## src/hdl/anf_pkg.sv

```systemverilog
`default_nettype none

package anf_pkg;

   localparam int DATA_WIDTH  = 32;
   localparam int SHAMT_WIDTH = $clog2(DATA_WIDTH);

   localparam int FUNC_WIDTH = 3;
   localparam int COND_WIDTH = 3;

   // req tdata: operand_a, operand_b, set_flags, cond_code, zero fill to bytes
   localparam int REQ_BITS       = 2 * DATA_WIDTH + 1 + COND_WIDTH;
   localparam int REQ_DATA_WIDTH = ((REQ_BITS + 7) / 8) * 8;
   // rsp tdata: result, cond_passed, flag_n, flag_z, flag_c, flag_v
   localparam int RSP_BITS       = DATA_WIDTH + 5;
   localparam int RSP_DATA_WIDTH = ((RSP_BITS + 7) / 8) * 8;

   typedef enum logic [FUNC_WIDTH-1:0] {
      FUNC_ADD  = 3'd0,
      FUNC_SUB  = 3'd1,
      FUNC_AND  = 3'd2,
      FUNC_OR   = 3'd3,
      FUNC_XOR  = 3'd4,
      FUNC_SHL  = 3'd5,
      FUNC_SHR  = 3'd6,
      FUNC_ZERO = 3'd7
   } func_type;

   typedef enum logic [COND_WIDTH-1:0] {
      COND_AL = 3'd0,
      COND_EQ = 3'd1,
      COND_NE = 3'd2,
      COND_GT = 3'd3,
      COND_LT = 3'd4,
      COND_GE = 3'd5,
      COND_LE = 3'd6,
      COND_NV = 3'd7
   } cond_type;

   typedef struct packed {
      logic n;
      logic z;
      logic c;
      logic v;
   } flags_type;

endpackage

`default_nettype wire

```

## src/hdl/anf_exec.sv

```systemverilog
`default_nettype none

module anf_exec (
   input  wire logic [anf_pkg::FUNC_WIDTH-1:0] func,
   input  wire logic [anf_pkg::DATA_WIDTH-1:0] operand_a,
   input  wire logic [anf_pkg::DATA_WIDTH-1:0] operand_b,
   output logic      [anf_pkg::DATA_WIDTH-1:0] result,
   output anf_pkg::flags_type                  flags
);

   localparam int DW = anf_pkg::DATA_WIDTH;
   localparam int SW = anf_pkg::SHAMT_WIDTH;

   logic [DW:0]   sum;
   logic [DW:0]   diff;
   logic          shamt_big;
   logic [SW-1:0] shamt;

   assign sum       = {1'b0, operand_a} + {1'b0, operand_b};
   assign diff      = {1'b0, operand_a} - {1'b0, operand_b};
   assign shamt     = operand_b[SW-1:0];
   assign shamt_big = |operand_b[DW-1:SW];

   always_comb begin
      case (anf_pkg::func_type'(func))
         anf_pkg::FUNC_ADD: result = sum[DW-1:0];
         anf_pkg::FUNC_SUB: result = diff[DW-1:0];
         anf_pkg::FUNC_AND: result = operand_a & operand_b;
         anf_pkg::FUNC_OR:  result = operand_a | operand_b;
         anf_pkg::FUNC_XOR: result = operand_a ^ operand_b;
         anf_pkg::FUNC_SHL: result = shamt_big ? '0 : (operand_a << shamt);
         anf_pkg::FUNC_SHR: result = shamt_big ? '0 : (operand_a >> shamt);
         default:           result = '0;
      endcase
   end

   always_comb begin
      flags.n = result[DW-1];
      flags.z = (result == '0);
      if (anf_pkg::func_type'(func) == anf_pkg::FUNC_SUB) begin
         // no borrow
         flags.c = ~diff[DW];
         flags.v = (operand_a[DW-1] ^ operand_b[DW-1]) & (operand_a[DW-1] ^ diff[DW-1]);
      end else begin
         // all other ops report the add carry and overflow
         flags.c = sum[DW];
         flags.v = ~(operand_a[DW-1] ^ operand_b[DW-1]) & (operand_a[DW-1] ^ sum[DW-1]);
      end
   end

endmodule

`default_nettype wire

```

## src/hdl/anf_flag_reg.sv

```systemverilog
`default_nettype none

module anf_flag_reg (
   input  wire logic                           clock,
   input  wire logic                           reset,
   input  wire logic                           update,
   input  wire anf_pkg::flags_type             flags_new,
   input  wire logic [anf_pkg::COND_WIDTH-1:0] cond_code,
   output anf_pkg::flags_type                  flags_next,
   output anf_pkg::flags_type                  flags_cur,
   output logic                                cond_passed
);

   anf_pkg::flags_type flags_ff;
   anf_pkg::flags_type flags_in;

   assign flags_in   = update ? flags_new : flags_ff;
   assign flags_next = flags_in;
   assign flags_cur  = flags_ff;

   always_ff @(posedge clock) begin
      if (reset) begin
         flags_ff <= '0;
      end else begin
         flags_ff <= flags_in;
      end
   end

   // condition test on flags held before the beat
   always_comb begin
      case (anf_pkg::cond_type'(cond_code))
         anf_pkg::COND_AL: cond_passed = 1'b1;
         anf_pkg::COND_EQ: cond_passed = flags_ff.z;
         anf_pkg::COND_NE: cond_passed = ~flags_ff.z;
         anf_pkg::COND_GT: cond_passed = ~flags_ff.z & (flags_ff.n == flags_ff.v);
         anf_pkg::COND_LT: cond_passed = flags_ff.n != flags_ff.v;
         anf_pkg::COND_GE: cond_passed = flags_ff.n == flags_ff.v;
         anf_pkg::COND_LE: cond_passed = flags_ff.z | (flags_ff.n != flags_ff.v);
         default:          cond_passed = 1'b0;
      endcase
   end

endmodule

`default_nettype wire

```

## src/hdl/alu_with_nzcv_flags.sv

```systemverilog
// alu with nzcv flags
// path: a req beat passes the input register, then the result register, to become the rsp beat
// throughput: one beat per cycle; req_tready stays high while the result register drains
// or is empty, so a full pipeline only stalls when rsp_tready is low
// reset: synchronous, active high; clears both valid bits and the stored flags to zero
`default_nettype none

module alu_with_nzcv_flags (
   input  wire logic                               clock,
   input  wire logic                               reset,
   input  wire logic                               req_tvalid,
   output logic                                    req_tready,
   // operand_a, operand_b, set_flags, cond_code, zero fill
   input  wire logic [anf_pkg::REQ_DATA_WIDTH-1:0] req_tdata,
   // func
   input  wire logic [anf_pkg::FUNC_WIDTH-1:0]     req_tuser,
   output logic                                    rsp_tvalid,
   input  wire logic                               rsp_tready,
   // result, cond_passed, flag_n, flag_z, flag_c, flag_v, zero fill
   output logic      [anf_pkg::RSP_DATA_WIDTH-1:0] rsp_tdata
);

   localparam int DW = anf_pkg::DATA_WIDTH;
   localparam int CW = anf_pkg::COND_WIDTH;

   // input register stage
   logic                                v1_ff, v1_in;
   logic [anf_pkg::FUNC_WIDTH-1:0]      func_ff;
   logic [DW-1:0]                       opa_ff;
   logic [DW-1:0]                       opb_ff;
   logic                                setf_ff;
   logic [CW-1:0]                       cond_ff;

   // result register stage
   logic                                v2_ff, v2_in;
   logic [DW-1:0]                       res_ff;
   logic                                pass_ff;
   anf_pkg::flags_type                  oflags_ff;

   logic                                req_fire;
   logic                                adv2;
   logic                                load2;
   logic [DW-1:0]                       ex_result;
   anf_pkg::flags_type                  ex_flags;
   anf_pkg::flags_type                  flags_next;
   anf_pkg::flags_type                  flags_cur;
   logic                                cond_passed;

   // result register can take a new beat when empty or being drained
   assign adv2       = ~v2_ff | rsp_tready;
   assign load2      = v1_ff & adv2;
   assign req_tready = ~v1_ff | adv2;
   assign req_fire   = req_tvalid & req_tready;

   assign v1_in = req_fire | (v1_ff & ~adv2);
   assign v2_in = load2 | (v2_ff & ~rsp_tready);

   always_ff @(posedge clock) begin
      if (reset) begin
         v1_ff <= 1'b0;
         v2_ff <= 1'b0;
      end else begin
         v1_ff <= v1_in;
         v2_ff <= v2_in;
      end
   end

   // payload of the input stage
   always_ff @(posedge clock) begin
      if (req_fire) begin
         func_ff <= req_tuser;
         opa_ff  <= req_tdata[DW-1:0];
         opb_ff  <= req_tdata[2*DW-1:DW];
         setf_ff <= req_tdata[2*DW];
         cond_ff <= req_tdata[2*DW+CW:2*DW+1];
      end
   end

   anf_exec u_exec (
      .func      (func_ff),
      .operand_a (opa_ff),
      .operand_b (opb_ff),
      .result    (ex_result),
      .flags     (ex_flags)
   );

   // flags change only when a beat moves into the result register
   anf_flag_reg u_flag_reg (
      .clock       (clock),
      .reset       (reset),
      .update      (load2 & setf_ff),
      .flags_new   (ex_flags),
      .cond_code   (cond_ff),
      .flags_next  (flags_next),
      .flags_cur   (flags_cur),
      .cond_passed (cond_passed)
   );

   always_ff @(posedge clock) begin
      if (load2) begin
         res_ff    <= ex_result;
         pass_ff   <= cond_passed;
         oflags_ff <= flags_next;
      end
   end

   assign rsp_tvalid = v2_ff;
   assign rsp_tdata  = {{(anf_pkg::RSP_DATA_WIDTH - anf_pkg::RSP_BITS){1'b0}},
                        oflags_ff.v, oflags_ff.c, oflags_ff.z, oflags_ff.n,
                        pass_ff, res_ff};

   // stored flags only move when a beat enters the result register
   assert property (@(posedge clock) disable iff (reset)
      !load2 |=> $stable(flags_cur))
      else $error("flags changed without a beat");

   // reported flags match the stored flags right after the load
   assert property (@(posedge clock) disable iff (reset)
      load2 |=> (oflags_ff == flags_cur))
      else $error("reported flags differ from stored flags");

   // a never condition cannot pass
   assert property (@(posedge clock) disable iff (reset)
      (load2 && (cond_ff == anf_pkg::COND_NV)) |=> !pass_ff)
      else $error("never condition passed");

   // an empty input stage always accepts
   assert property (@(posedge clock) disable iff (reset)
      !v1_ff |-> req_tready)
      else $error("empty pipeline stalled input");

endmodule

`default_nettype wire
```

## config.mk

```make
export PLATFORM = sky130hd
export DESIGN_NAME = alu_with_nzcv_flags
export DESIGN_NICKNAME = d
export VERILOG_FILES = /design/src/hdl/anf_pkg.sv /design/src/hdl/anf_exec.sv /design/src/hdl/anf_flag_reg.sv /design/src/hdl/alu_with_nzcv_flags.sv
export SDC_FILE = /design/constraint.sdc
export NUM_CORES = 1
export LEC_CHECK = 0
export ABC_AREA = 1
export BUFFER_PORTS_ARGS = -buffer_cell sky130_fd_sc_hd__buf_2
export CORE_MARGIN = 2
export CORE_UTILIZATION = 45
export CTS_BUF_LIST = sky130_fd_sc_hd__clkbuf_16
export CTS_CLUSTER_DIAMETER = 60
export DETAILED_ROUTE_END_ITERATION = 16
export GPL_TIMING_DRIVEN = 0
export PLACE_DENSITY = 0.62
export SKIP_LAST_GASP = 1
export SLEW_MARGIN = 20
export SYNTH_ARGS = -nofsm -noshare
export SYNTH_HDL_FRONTEND = slang
export SYNTH_SLANG_ARGS = --single-unit
```

## constraint.sdc

```tcl
create_clock -name clock -period 3.1 [get_ports clock]
set_input_delay 0.155 -clock clock [delete_from_list [all_inputs] [get_ports clock]]
set_output_delay 0.155 -clock clock [all_outputs]
set_load 0.01 [all_outputs]
```

# [Word-level counts from Yosys, hierarchy flattened]
# Index checks and enable logic that the tools add are counted.
[classes] addsub=2 n_eq_ne=14 shifts=2 n_mux=6 bitwise_logic=26 n_reduce_logical=4
[ops] op="32-bit case mux with 7 select lines" n=1
[ops] op="32-bit two-way mux" n=2
[ops] op="32-bit by 32-bit adder with 33-bit output" n=1
[ops] op="32-bit by 32-bit subtractor with 33-bit output" n=1
[ops] op="32-bit AND" n=1
[ops] op="32-bit zero test" n=1
[ops] op="32-bit bitwise OR" n=1
[ops] op="32-bit by 5-bit << shifter with 32-bit output" n=1
[ops] op="32-bit by 5-bit >> shifter with 32-bit output" n=1
[ops] op="32-bit XOR" n=1
[ops] op="27-bit OR reduction" n=1
[ops] op="3-bit == test, second input constant" n=6
[ops] op="3-bit by 2-bit == test with 1-bit output, second input constant" n=4
[ops] op="1-bit AND" n=8
[ops] op="1-bit NOT" n=7
[ops] op="1-bit case mux with 7 select lines" n=1
[ops] op="3-bit by 1-bit == test with 1-bit output, second input constant" n=2
[ops] op="3-bit zero test" n=2
[ops] op="1-bit bitwise OR" n=5
[ops] op="4-bit two-way mux" n=1
[ops] op="1-bit XOR" n=3
[ops] op="2-bit two-way mux" n=1
[ops] op="1-bit == test" n=1
[ops] op="1-bit inequality test" n=1
[word_totals] reg_bits=114 input_bits=79 out_inout_bits=42 wordCells=71

# [Logic depth before layout (Yosys ltp)]
[logic_depth] word_depth=5 ltp_mapped=25 mapped_depth_nobuf=22

# [Cells and area by module]
# Synthesis repeated with hierarchy kept, for this count alone.
[unflattened] cells_unflattened=2271 area_unflattened_um2=13584.3
[by_module_without_submodules] module="anf_exec" instances=1 cells_each=2102 area_per_inst_um2=9968.3 seq_area_each_um2=0.0
[by_module_without_submodules] module="alu_with_nzcv_flags" instances=1 cells_each=126 area_per_inst_um2=3374.5 seq_area_each_um2=3283.1
[by_module_without_submodules] module="anf_flag_reg" instances=1 cells_each=43 area_per_inst_um2=241.5 seq_area_each_um2=80.1

# [Worst setup path after synthesis]
# OpenSTA, ideal clock, no wires.
[synth_path] path_kind="register -> register" from="reg v2_ff, in the netlist rsp_tvalid" to="reg oflags_ff, in the netlist rsp_tdata[34] (data pin)" setup_time_ns=0.130 arrival_ns=2.942 setup_slack_ns=0.027 path_stages_with_launch=12 path_buffers=0 synth_period_minus_slack_ns=3.073 path_cell_list="dfxtp_1 nand2_1 inv_1 nor2_1 nand2_1 inv_1 nand3_1 nor2_1 nand2_1 nor2_1 nand3_1 nand2_1"
[synth_rtl] element="start: declaration" line_no="alu_with_nzcv_flags.sv:35" text="logic v2_ff, v2_in;"
[synth_rtl] element="start signal: assignment" line_no="alu_with_nzcv_flags.sv:64" text="v2_ff <= v2_in;"
[synth_rtl] element="end signal: assignment" line_no="alu_with_nzcv_flags.sv:103" text="oflags_ff <= flags_next;"
[synth_rtl] element="end: declaration" line_no="alu_with_nzcv_flags.sv:38" text="anf_pkg::flags_type oflags_ff;"

# [Worst setup path in the final report]
[layout_path] from="reg func_ff[1] (netlist bit)" to="reg u_flag_reg.flags_ff, in the netlist u_flag_reg.flags_cur[2]"
[layout_between] elab_chain_cells=4 word_cells_on_any_way=10 classes_between="eq/ne (6); mux (2); reduce/logical (2)"
[layout_rtl] element="start: declaration" line_no="alu_with_nzcv_flags.sv:28" text="logic [anf_pkg::FUNC_WIDTH-1:0] func_ff;"
[layout_rtl] element="start signal: assignment" line_no="alu_with_nzcv_flags.sv:71" text="func_ff <= req_tuser;"
[layout_rtl] element="3-bit == test (tied with other cells)" line_no="anf_exec.sv:25" text="case (anf_pkg::func_type'(func))"
[layout_rtl] element="32-bit case mux with 7 select lines *" line_no="anf_exec.sv:25"
[layout_rtl] element="named net ex_result[21]" line_no="alu_with_nzcv_flags.sv:43" text="logic [DW-1:0] ex_result;"
[layout_rtl] element="32-bit zero test *" line_no="anf_exec.sv:39" text="flags.z = (result == '0);"
[layout_rtl] element="4-bit two-way mux *" line_no="anf_flag_reg.sv:17" text="assign flags_in = update ? flags_new : flags_ff;"
[layout_rtl] element="end signal: assignment" line_no="anf_flag_reg.sv:25" text="flags_ff <= flags_in;"
[layout_rtl] element="end: declaration" line_no="anf_flag_reg.sv:14" text="anf_pkg::flags_type flags_ff;"
# Mark *: on every way through the listed nets, which the timed path passes. The rest lies on a longest branch.
# A chain may end at the register's enable or synchronous reset.

==> run summary <==
========================================================================================================
Status .................................................................................... finished with violations
Violated checks ........................................................................... setup timing
Die area ..................................................................................  0.03206 mm²
Fmax ......................................................................................    313.5 MHz
Gr ovfl total .............................................................................            0
Most used standard cell by instance count after synthesis ................................. sky130_fd_sc_hd__nand2_1
Core utilization of the finished layout ...................................................       59.64%
Number of flops mapped to enable cells by yosys ...........................................          108
Minimum setup slack in the final design ...................................................  -0.08933 ns
Static leakage ............................................................................     9.468 nW
Post-layout min period ....................................................................     3.189 ns
Vias in the first global route ............................................................        15980
Buffer cell driving the clock tree root ................................................... sky130_fd_sc_hd__clkbuf_16
Library cell with the largest summed area after synthesis ................................. sky130_fd_sc_hd__edfxtp_1
Power per cell area ....................................................................... 359.1 mW/mm²
Synthesized area divided by synthesized cell count ........................................    5.893 µm²
Beginning of the worst register-to-register path .......................................... func_ff[1]$_DFFE_PP_
Relative slew slack .......................................................................       42.84%
Last weighted congestion value of the routability-driven placer ...........................        1.109
Required arrival time at the worst endpoint ...............................................      3.49 ns
Fraction of power spent switching nets ....................................................       42.42%
Hold_sp ................................................................................... req_tdata[40]
Total vias in the final route .............................................................        17600
Total design power ........................................................................     6.500 mW
Hold/Removal Path Class ...................................................................    in -> reg
Post-CTS clock slew at the launch and capture registers of the worst setup and hold paths .      0.08 ns
Post-synth ARST share .....................................................................           0%
Cell at the slowest stage of the critical path ............................................ sky130_fd_sc_hd__clkbuf_1
Global-route usage over all layers ........................................................       41.81%
Synth cell types ..........................................................................           41
Setup-violating endpoint count in the final report ........................................            2
Final setup skew ..........................................................................   0.01897 ns
Number of vias per cell ...................................................................        5.799
Portion of synthesized cell area occupied by the leading cell type ........................       23.52%
Post-route design area ....................................................................  0.01810 mm²
Diode count ...............................................................................            0
Measured slew at the worst slew-check pin .................................................    0.8575 ns
Final worst path period share .............................................................       102.9%
Placed Instance Area ......................................................................  0.01494 mm²
Number of placed instances, taps included .................................................         2854
Worst Setup SP ............................................................................ func_ff[1]$_DFFE_PP_
Pre-CTS WS ................................................................................    -1.155 ns
Crit start category .......................................................................         flop
Die Wd ....................................................................................     179.1 µm
Buffers on Ports ..........................................................................          113
Post-route worst hold slack ...............................................................    0.3928 ns
Inserted Clock Buffers ....................................................................           17
Portion of the post-synthesis area used by sequential elements ............................       24.39%
Worst EP arrival ..........................................................................      3.58 ns
Crit path largest cell delay ..............................................................      0.69 ns
Fraction of final layout cells sized beyond drive strength 1 ..............................       21.19%
Setup crit end kind .......................................................................         flop
Yosys reg bits ............................................................................          114
Type of the worst setup path ..............................................................   reg -> reg
Fillers ...................................................................................         2962
I/O pin count .............................................................................          121
Clock Power Share .........................................................................        29.4%
Maximum resistive drop on vdd .............................................................     382.4 µV
CP delay by family, top ................................................................... simple AND/OR/NAND/NOR gates
Maximum buffer depth of the clock tree ....................................................            2
Pin count of the biggest net entering global routing ......................................           50
Warnings from Yosys .......................................................................            0
Initial antenna violation count ...........................................................            2
Synthesized instance count ................................................................         2340
Total core area ...........................................................................  0.03035 mm²
Reported max-cap violation count ..........................................................            0
Overall routed net length .................................................................     68700 µm
Internal power of the cells ...............................................................     3.743 mW
Buffering stage count on the worst path with inverters included ...........................            1
Placement row count .......................................................................           64
Final Hold Viols ..........................................................................            0
Syn Std Cell Area .........................................................................  0.01379 mm²
Ranking of synthesized cells by area ...................................................... sky130_fd_sc_hd__edfxtp_1 24%, sky130_fd_sc_hd__nand2_1 22%, sky130_fd_sc_hd__nand3_1 14%
Depth of the CTS H-tree ...................................................................            4
Sum of net half-perimeters after detailed placement .......................................     52150 µm
Wirelength per Cell .......................................................................     22.64 µm
Residual antenna-violating net count after detailed routing ...............................            0
Clock tree from TritonCTS .................................................................        built
DRT iter0 DRCs ............................................................................         2451
DRC errors left ...........................................................................            0
Unrepaired setup endpoints after global routing ...........................................          yes
Count of placed standard cells in the final layout, fillers left out ......................         3034
Switching power summed over all nets ......................................................     2.758 mW
Power share of the combinational group ....................................................        41.4%
Number of nets in the final layout ........................................................         2812
Cell types with the highest counts after synthesis ........................................ 812 x sky130_fd_sc_hd__nand2_1, 396 x sky130_fd_sc_hd__nand3_1, 348 x sky130_fd_sc_hd__inv_1
CTS sink count ............................................................................          114
Proportion of power drawn by flip-flops and latches .......................................        29.2%
Chip Height ...............................................................................     179.1 µm
Most frequently used flop master after synthesis .......................................... sky130_fd_sc_hd__edfxtp_1
First-pass iteration count of the detailed router .........................................           10
Final-layout setup total negative slack ...................................................   -0.1722 ns
Worst-path maximum fanout .................................................................           10
Synth-to-layout area growth ...............................................................       31.27%
CP cell instances ......................................................................... nand3_2 > clkbuf_1 > o22ai_1 > a21oi_1 > nand4_1 > nor2_1 > nand2_1 > nor2_4 > nand3_4 > a21oi_2
Worst skew pair latency ...................................................................      0.46 ns
Final max-slew violation count ............................................................            0
First-pass GRT wire length ................................................................     96000 µm
Initial standard-cell utilization of the core .............................................       45.44%
========================================================================================================
## worst register-to-register path: stages (launching register included)
cell and delay, ns:
sky130_fd_sc_hd__edfxtp_1 0.52, sky130_fd_sc_hd__nand3_2 0.31, sky130_fd_sc_hd__clkbuf_1 0.70, sky130_fd_sc_hd__o22ai_1 0.15, sky130_fd_sc_hd__a21oi_1 0.38, sky130_fd_sc_hd__nand4_1 0.35, sky130_fd_sc_hd__nor2_1 0.18, sky130_fd_sc_hd__nand2_1 0.10
sky130_fd_sc_hd__nor2_4 0.15, sky130_fd_sc_hd__nand3_4 0.12, sky130_fd_sc_hd__a21oi_2 0.16
## sequential cells by signal, indices dropped and copies added (netlist names)
name,flops
setf_ff,1
func_ff,3
pass_ff,1
rsp_tdata,4
opb_ff,32
rsp_tvalid,1
cond_ff,3
v1_ff,1
opa_ff,32
u_flag_reg.flags_cur,4
res_ff,32
## worst paths after layout
| check | endpoint | slack, ns | cells after the start |
|---|---|---|---|
| worst max-delay path | u_flag_reg.flags_cur[2]$_SDFF_PP0_ | -0.09 | 10 |
| worst min register to register | u_flag_reg.flags_cur[1]$_SDFF_PP0_ | 0.49 | 2 |
| worst max register to register | u_flag_reg.flags_cur[2]$_SDFF_PP0_ | -0.09 | 10 |
| worst min-delay path | opb_ff[8]$_DFFE_PP_ | 0.39 | 2 |
## cells in the final DEF (no fill, tap or decap), drive strengths merged, types with 5 or more instances in the layout
| cell type | n |
|---|---|
| nand4 | 33 |
| nor2 | 221 |
| ha | 106 |
| nand3 | 397 |
| nand2 | 814 |
| edfxtp | 108 |
| o21ai | 37 |
| o21bai | 5 |
| clkbuf | 40 |
| dfxtp | 6 |
| buf | 262 |
| a21oi | 98 |
| o22ai | 20 |
| dlygate4sd3 | 75 |
| nor3 | 12 |
| inv | 363 |
| clkinv | 5 |
| o221ai | 8 |
## power by group through the flow
stage / clock (mW) / sequential, mW / combinational, mW
floorplan: 0 / 1.91 / 1.32
global placement: 0 / 1.94 / 2.01
detailed placement: 0 / 1.94 / 2.04
CTS: 1.92 / 1.90 / 2.25
global route: 1.97 / 1.90 / 2.88
finish: 1.91 / 1.90 / 2.69
## logic make-up after synthesis
logic type / after synthesis / synth area share [%]
buffers and inverters: 452 / 13.35
DFF: 114 / 24.39
AOI/OAI and AO/OA: 179 / 7.241
adders and majority gates: 108 / 9.908
other: 1 / 0.02719
xor gates and xnor gates: 2 / 0.1271
and+or+nand+nor: 1484 / 44.96
## cell type report
cell class | count | area, µm² | area share, %
Timing Repair Buffer | 266 | 1984 | 10.96
Buffer | 94 | 655.6 | 3.622
Tap cell | 396 | 495.5 | 2.737
Clock inverter | 15 | 123.9 | 0.6843
Inverter | 356 | 1371 | 7.576
Multi-Input combinational cell | 1776 | 9682 | 53.49
Sequential cell | 114 | 3363 | 18.58
Clock buffer | 17 | 425.4 | 2.350
## layer usage
layer | track usage, % | part of all wire [%] | up-vias
met3 | 8.524 | 11 | 244
met4 | 24.15 | 6.7 | 2
met2 | 67.52 | 45 | 1165
met5 | 0 | 0.019 | -
met1 | 51.66 | 37 | 8115
li1 | - | - | 8069
## timing repair
action	4_1_cts	5_1_grt
pin swaps	18	65
hold endpoints to repair	77	0
hold buffers	75	0
endpoints found under the setup margin	35	9
buffers inserted	29	45
gates resized for setup	99	303
gates cloned	0	1
(Power assumes the default switching activity.)
